## src/hw/rtl/max_heap_with_overflow_evict_unit_assert.svh

```systemverilog
// assertion macros for the heap unit, clocked on aclk and disabled in reset
`ifndef MAX_HEAP_WITH_OVERFLOW_EVICT_UNIT_ASSERT_SVH
`define MAX_HEAP_WITH_OVERFLOW_EVICT_UNIT_ASSERT_SVH
`ifndef SYNTHESIS
`define MHE_ASSERT_NOW(lbl, ante, cons) \
    lbl: assert property (@(posedge aclk) disable iff (!aresetn) (ante) |-> (cons)) \
        else $error("heap unit check failed");
`define MHE_ASSERT_NEXT(lbl, ante, cons) \
    lbl: assert property (@(posedge aclk) disable iff (!aresetn) (ante) |=> (cons)) \
        else $error("heap unit sequencing check failed");
`else
`define MHE_ASSERT_NOW(lbl, ante, cons)
`define MHE_ASSERT_NEXT(lbl, ante, cons)
`endif
`endif

```

## src/hw/rtl/mhe_pkg.sv

```systemverilog
`default_nettype none
package mhe_pkg;

    localparam int CAPACITY   = 64;
    localparam int SCORE_BITS = 24;
    localparam int ID_W       = 6;
    localparam int COST_W     = 48;
    localparam int SUM_W      = 31;
    localparam int THR_W      = 32;
    localparam int MMC_W      = 7;
    localparam int CFG_W      = 32;
    localparam int CFG_IDX_W  = 1;
    localparam int STATUS_W   = 2;
    localparam int IDX_W      = $clog2(CAPACITY);
    localparam int CNT_W      = $clog2(CAPACITY + 1);
    // child indices reach 2*CAPACITY
    localparam int CMP_W      = IDX_W + 2;
    localparam int ROOM_W     = ((CNT_W > MMC_W) ? CNT_W : MMC_W) + 1;

    localparam logic OP_INSERT = 1'b0;
    localparam logic OP_POP    = 1'b1;

    localparam logic [STATUS_W-1:0] ST_OK    = 2'd0;
    localparam logic [STATUS_W-1:0] ST_EMPTY = 2'd1;
    localparam logic [STATUS_W-1:0] ST_FULL  = 2'd2;

    localparam logic [CFG_IDX_W-1:0] CFG_THRESHOLD = 1'b0;
    localparam logic [CFG_IDX_W-1:0] CFG_MIN_MATCH = 1'b1;

    localparam logic [1:0] RD_TOP      = 2'd0;
    localparam logic [1:0] RD_PARENT   = 2'd1;
    localparam logic [1:0] RD_CHILDREN = 2'd2;

    localparam logic [1:0] WR_NONE = 2'd0;
    localparam logic [1:0] WR_NODE = 2'd1;
    localparam logic [1:0] WR_RDA  = 2'd2;
    localparam logic [1:0] WR_PICK = 2'd3;

    localparam logic [2:0] POS_HOLD   = 3'd0;
    localparam logic [2:0] POS_COUNT  = 3'd1;
    localparam logic [2:0] POS_ZERO   = 3'd2;
    localparam logic [2:0] POS_PARENT = 3'd3;
    localparam logic [2:0] POS_PICK   = 3'd4;

    localparam logic [1:0] NODE_HOLD = 2'd0;
    localparam logic [1:0] NODE_IN   = 2'd1;
    localparam logic [1:0] NODE_LAST = 2'd2;

    localparam logic [1:0] RES_HOLD = 2'd0;
    localparam logic [1:0] RES_NONE = 2'd1;
    localparam logic [1:0] RES_IN   = 2'd2;
    localparam logic [1:0] RES_TOP  = 2'd3;

    localparam logic [1:0] SUM_HOLD = 2'd0;
    localparam logic [1:0] SUM_ADD  = 2'd1;
    localparam logic [1:0] SUM_POP  = 2'd2;
    localparam logic [1:0] SUM_SWAP = 2'd3;

    localparam logic [1:0] CNT_HOLD = 2'd0;
    localparam logic [1:0] CNT_INC  = 2'd1;
    localparam logic [1:0] CNT_DEC  = 2'd2;

    typedef struct packed {
        logic [ID_W-1:0]       id;
        logic [SCORE_BITS-1:0] score;
        logic [COST_W-1:0]     cost;
    } entry_t;

    typedef struct packed {
        logic                capture;
        logic [1:0]          rd_sel;
        logic [1:0]          wr_sel;
        logic [2:0]          pos_sel;
        logic [1:0]          node_sel;
        logic [1:0]          res_sel;
        logic [STATUS_W-1:0] res_status;
        logic [1:0]          sum_sel;
        logic [1:0]          cnt_sel;
        logic                out_load;
    } mhe_cmd_t;

    typedef struct packed {
        logic is_pop;
        logic cnt_zero;
        logic room;
        logic full;
        logic pos_zero;
        logic child_out;
        logic up_gt;
        logic dn_gt;
        logic top_gt;
    } mhe_stat_t;

endpackage
`default_nettype wire

```

## src/hw/rtl/mhe_controller.sv

```systemverilog
`default_nettype none
module mhe_controller (
    input  wire logic               aclk,
    input  wire logic               aresetn,
    input  wire logic               s_valid,
    output logic                    s_ready,
    output logic                    m_valid,
    input  wire logic               m_ready,
    input  wire mhe_pkg::mhe_stat_t stat,
    output mhe_pkg::mhe_cmd_t       cmd
);
    import mhe_pkg::*;

    localparam logic [3:0] S_IDLE    = 4'd0;
    localparam logic [3:0] S_DECODE  = 4'd1;
    localparam logic [3:0] S_POP_TOP = 4'd2;
    localparam logic [3:0] S_TOP_CHK = 4'd3;
    localparam logic [3:0] S_UP_CHK  = 4'd4;
    localparam logic [3:0] S_UP_CMP  = 4'd5;
    localparam logic [3:0] S_DN_CHK  = 4'd6;
    localparam logic [3:0] S_DN_CMP  = 4'd7;
    localparam logic [3:0] S_FINISH  = 4'd8;

    logic [3:0] state_reg, state_next;
    logic       m_valid_reg, m_valid_next;

    always_comb begin
        cmd          = '0;
        state_next   = state_reg;
        m_valid_next = m_valid_reg && !m_ready;
        unique case (state_reg)
            S_IDLE: begin
                if (s_valid) begin
                    cmd.capture = 1'b1;
                    state_next  = S_DECODE;
                end
            end
            S_DECODE: begin
                if (stat.is_pop) begin
                    if (stat.cnt_zero) begin
                        cmd.res_sel    = RES_NONE;
                        cmd.res_status = ST_EMPTY;
                        state_next     = S_FINISH;
                    end else begin
                        cmd.rd_sel = RD_TOP;
                        state_next = S_POP_TOP;
                    end
                end else if (stat.room) begin
                    if (stat.full) begin
                        cmd.res_sel    = RES_IN;
                        cmd.res_status = ST_FULL;
                        state_next     = S_FINISH;
                    end else begin
                        // append at the tail, then sift up
                        cmd.pos_sel  = POS_COUNT;
                        cmd.node_sel = NODE_IN;
                        cmd.cnt_sel  = CNT_INC;
                        cmd.sum_sel  = SUM_ADD;
                        cmd.res_sel  = RES_NONE;
                        state_next   = S_UP_CHK;
                    end
                end else if (stat.cnt_zero) begin
                    cmd.res_sel = RES_IN;
                    state_next  = S_FINISH;
                end else begin
                    cmd.rd_sel = RD_TOP;
                    state_next = S_TOP_CHK;
                end
            end
            S_POP_TOP: begin
                // top on port a, last entry on port b
                cmd.res_sel  = RES_TOP;
                cmd.node_sel = NODE_LAST;
                cmd.cnt_sel  = CNT_DEC;
                cmd.sum_sel  = SUM_POP;
                cmd.pos_sel  = POS_ZERO;
                state_next   = S_DN_CHK;
            end
            S_TOP_CHK: begin
                if (stat.top_gt) begin
                    cmd.res_sel  = RES_TOP;
                    cmd.node_sel = NODE_IN;
                    cmd.pos_sel  = POS_ZERO;
                    cmd.sum_sel  = SUM_SWAP;
                    state_next   = S_DN_CHK;
                end else begin
                    cmd.res_sel = RES_IN;
                    state_next  = S_FINISH;
                end
            end
            S_UP_CHK: begin
                if (stat.pos_zero) begin
                    cmd.wr_sel = WR_NODE;
                    state_next = S_FINISH;
                end else begin
                    cmd.rd_sel = RD_PARENT;
                    state_next = S_UP_CMP;
                end
            end
            S_UP_CMP: begin
                if (stat.up_gt) begin
                    cmd.wr_sel  = WR_RDA;
                    cmd.pos_sel = POS_PARENT;
                    state_next  = S_UP_CHK;
                end else begin
                    cmd.wr_sel = WR_NODE;
                    state_next = S_FINISH;
                end
            end
            S_DN_CHK: begin
                if (stat.child_out) begin
                    cmd.wr_sel = WR_NODE;
                    state_next = S_FINISH;
                end else begin
                    cmd.rd_sel = RD_CHILDREN;
                    state_next = S_DN_CMP;
                end
            end
            S_DN_CMP: begin
                if (stat.dn_gt) begin
                    cmd.wr_sel  = WR_PICK;
                    cmd.pos_sel = POS_PICK;
                    state_next  = S_DN_CHK;
                end else begin
                    cmd.wr_sel = WR_NODE;
                    state_next = S_FINISH;
                end
            end
            S_FINISH: begin
                // hold the result until the output register frees up
                if (!m_valid_reg || m_ready) begin
                    cmd.out_load = 1'b1;
                    m_valid_next = 1'b1;
                    state_next   = S_IDLE;
                end
            end
            default: begin
                state_next = S_IDLE;
            end
        endcase
    end

    always_ff @(posedge aclk) begin
        if (!aresetn) begin
            state_reg   <= S_IDLE;
            m_valid_reg <= 1'b0;
        end else begin
            state_reg   <= state_next;
            m_valid_reg <= m_valid_next;
        end
    end

    assign s_ready = state_reg == S_IDLE;
    assign m_valid = m_valid_reg;

endmodule
`default_nettype wire

```

## config.mk

```make
export PLATFORM = sky130hd
export DESIGN_NAME = mhe_controller
export DESIGN_NICKNAME = d
export VERILOG_FILES = /design/src/hw/rtl/max_heap_with_overflow_evict_unit_assert.svh /design/src/hw/rtl/mhe_pkg.sv /design/src/hw/rtl/mhe_controller.sv
export SDC_FILE = /design/constraint.sdc
export NUM_CORES = 1
export LEC_CHECK = 0
export BUFFER_PORTS_ARGS = -buffer_cell sky130_fd_sc_hd__buf_2
export CAP_MARGIN = 10
export CORE_AREA = 10 10 47 49
export DETAILED_ROUTE_END_ITERATION = 10
export DIE_AREA = 0 0 57 59
export GPL_TIMING_DRIVEN = 1
export PLACE_DENSITY = 0.78
export SYNTH_ARGS = -nofsm -noshare
export SYNTH_HDL_FRONTEND = slang
export SYNTH_SLANG_ARGS = --single-unit
```

## constraint.sdc

```tcl
create_clock -name aclk -period 2.7 [get_ports aclk]
set_input_delay 0.27 -clock aclk [delete_from_list [all_inputs] [get_ports aclk]]
set_output_delay 0.27 -clock aclk [all_outputs]
set_load 0.02 [all_outputs]
```

== Yosys cells after proc, flatten, opt, wreduce, memory -nomap -nowiden ==
Cells that the tools add are included.
Word-level totals
  bits in registers: 5
  bits of input ports: 13
  output and inout port bits: 21
  word-level logic and storage cells: 67
Operators by class
  eq/ne operators: 10
  mux-type cells: 49
  reductions and logical operators: 6
Operators with widths (number)
  $mux 4: 15
  $pmux 4 s9: 1
  $mux 2: 10
  $eq 4x3->1 const B: 4
  $pmux 3 s5: 1
  $mux 3: 4
  $pmux 4 s3: 1
  $mux 1: 10
  $mux 5: 2
  $eq 4x2->1 const B: 2
  $pmux 2 s2: 2
  $pmux 2 s4: 1
  $mux 6: 1
  $pmux 2 s3: 1
  $eq 4x1->1 const B: 1
  $eq 4x4->1 const B: 1
  $logic_not 4->1: 1
  $ne 2x2->1 const B: 2
  $logic_not 1->1: 2
  $reduce_and 2->1: 1
  $logic_and 1x1->1: 1
  $logic_or 1x1->1: 1

== Longest topological paths before layout ==
  word-level depth: 4
  depth in mapped cells: 6
  mapped depth without buffers: 4

== Worst setup path after synthesis ==
OpenSTA, ideal clock, no wires.
  kind: flip-flop to output port
  from: reg state_reg[0]
  to: out cmd[18] (netlist bit)
  arrival time: 1.596 ns
  setup slack: 0.834 ns
  cell stages (with the launch flop): 4
  path buffers: 1
  path through: dfxtp_1 > clkbuf_2 > nor4_1 > and2_1
RTL lines
  start, declared: RTL line mhe_controller.sv:24  | logic [3:0] state_reg, state_next;
  start signal, assigned: RTL line mhe_controller.sv:148  | state_reg <= state_next;
  end, declared: RTL line mhe_controller.sv:10  | output mhe_pkg::mhe_cmd_t cmd

==> run summary <==
Worst Tran Pin Value: 546.4 ps
Ys flop type: dfxtp_1
Row cnt: 14
Most common cell in the netlist: nand2_1
Die extent in y: 59 um
Final WS setup: 551.9 ps
Max_cap viols: 0
Wirelength, routed: 1.769 mm
Starting DRT DRC Count: 17
Worst skew pair latency: 250 ps
Fillers: 156
Worst Setup Start Kind: flip-flop
Clk_skew: 4.028 ps
First-pass GRT wire length: 2.849 mm
Final Hold Vio Count: 0
DRT Pass-1 Iters: 5
Leak pwr: 0.0003875 uW
Synthesized area per cell: 7.154 um2
Antenna violations before repair: 0
WHS Path Cells: 2
Post-CTS Setup Inserts: 0
Min Tclk post-route: 2148 ps
Core area: 1401 um2
CTS sink count: 5
RePlAce Congestion: 0.7473
Worst hold slack: 274.8 ps
Post-synthesis async set-or-reset flop share: 0
Critical R2R Launch: state_reg[1]
Slew Limit Headroom: 0.6306
CP Data Arrival Time: 1880 ps
Post-Syn Area: 558.0 um2
WHS Endpoint: m_valid
Root Buffer: clkbuf_4
GRT overflow: 0
Clock-pin slew on the worst setup and hold paths: 50 ps
WS Path Type: flip-flop to primary output
WP data required: 2430 ps
Max reg flops: 4
R2R Path End: state_reg[3]
Vias in the first global route: 638
FF/Latch Area: 100.1 um2
Worst vdd ir: 0.0003758 V
Seq/Total Area, Yosys: 0.1794
Die width: 57 um
Yosys top cell area share: 0.1794
Via Count: 664
Nets: 122
Synth warn: 0
CTS Hold Bufs: 0
P&R area growth vs syn: 30.04%
Fin. max-slew vios: 0
Hpwl dp: 1.464 mm
Layout cells sized above 1: 0.3611
Post-Place Setup Slack: 814.4 ps
Vias per inst: 5.355
TritonCTS clock tree: yes
Status: finished clean
Crit. End Element: primary output
CP max stage delay: 610 ps
Finished Cell Area: 725.7 um2
Period utilization: 0.7956
Final antenna-violating net count: 0
Drt drc: 0
F_max: 465.5 MHz
Ports: 34
Path depth of the worst reg2reg path: 4
Count of cell types in the netlist: 34
Yosys reg bits: 5
CP Cell Sequence: nor4b_4, and2_1, nand3b_1, o21ai_0, buf_2
Overall power: 396.8 uW
PostCTS Resize Cnt: 0
Largest net degree at the start of global routing: 18
EDFF count, synth: 0
Setup TNS: 0 ps
Most instantiated cells after synthesis: 7 x nand2_1, 6 x inv_1, 5 x dfxtp_1, 5 x nand2b_1, 5 x nor2b_1
Antenna cells: 0
CTS Buf Count: 3
Initial core utilization: 0.3982
Synth area leader: dfxtp_1
RSZ-0062 raised after global routing: no
Die ar.: 3363 um2
Hold Crit Start: aresetn
Htree depth: 1
Worst Path Max Fanout: 17
Cells after Synth: 78
DR WL/cell: 14.27 um
FF-to-FF setup slack: 900 ps
Hold Crit Class: input pin to flip-flop
Pwr per Cell Area: 546.7 nW/um2
Instance area at placement: 699.4 um2
Net Count, Synth: 91
Synth area leaders: dfxtp_1 18%, nand2b_1 5.6%, nor2b_1 5.6%
Slowest cell on the critical path: dfxtp_1
Multi-input logic area: 391.6 um2
Final setup viols: 0
Total track usage: 0.1014
Clock Tree Buf Depth: 2
IO Port Bufs: 33
[critical path: cells and delay by family (launching register included)]
family	cells	cell delay, ps
AND/OR/NAND/NOR	3	700
flip-flops	1	610
buffers and inverters	1	190
AO/OA/AOI/OAI	1	130
[report_power, final]
| group | leakage (uW) | total (uW) | switching [uW] | internal, uW |
|---|---|---|---|---|
| sequential | 0.0000407 | 119 | 34.3 | 84.3 |
| clock | 0.0000150 | 87.8 | 31.9 | 56.0 |
| combinational | 0.000332 | 190 | 110 | 80.0 |
[area by class of cell]
cell class                 instances  share of cell area
inverter                           6             0.03103
multi-input combinational         60              0.5397
clock buffer                       4             0.03621
tap                               16             0.02759
timing repair buffer              33              0.2276
sequential                         5              0.1379
[through the flow]
stage               utilization  std cells
finish                   0.5179        124
global route             0.5179        124
CTS                      0.5179        124
detailed placement       0.4991        120
global placement         0.4991        120
floorplan                     -         78
[per-layer routing]
| metal | GRT usage | wire [um] | share of wire |
|---|---|---|---|
| met5 | 0 | 0 | 0 |
| met4 | 0.02013 | 0 | 0 |
| met3 | 0.05365 | 160 | 0.090 |
| met2 | 0.1690 | 897 | 0.51 |
| met1 | 0.1126 | 711 | 0.40 |
[how the worst max path moves through the flow]
stage / from / slack (ps) / endpoint / cells past startpoint
floorplan: state_reg[0] / 830 / cmd[18] / 3
global placement: state_reg[0] / 890 / cmd[11] / 5
detailed placement: state_reg[0] / 810 / cmd[11] / 5
CTS: state_reg[0] / 550 / cmd[11] / 5
global route: state_reg[0] / 390 / cmd[11] / 5
finish: state_reg[0] / 550 / cmd[11] / 5
[cell usage in the layout (no fill, tap or decap), types with 2 or more instances in the layout]
cell / n
and2_1: 2
inv_1: 6
o21ai_0: 4
nand2b_1: 5
a31oi_1: 3
clkbuf_4: 3
nand2_1: 7
nor4b_1: 2
a21oi_1: 4
nand3b_1: 2
nor2b_1: 5
nand3_1: 4
buf_2: 33
nor4_1: 2
or3_1: 2
mux2i_1: 2
nor3_1: 2
dfxtp_1: 5
[cells by family (layout without fill, tap and decap cells)]
group	after synthesis	after routing	synth area share
simple gates	38	38	0.4238
compound gates	19	19	0.2220
buf+inv	13	43	0.1188
flops	5	5	0.1794
mux	3	3	0.05605
(Power assumes the default switching activity.)
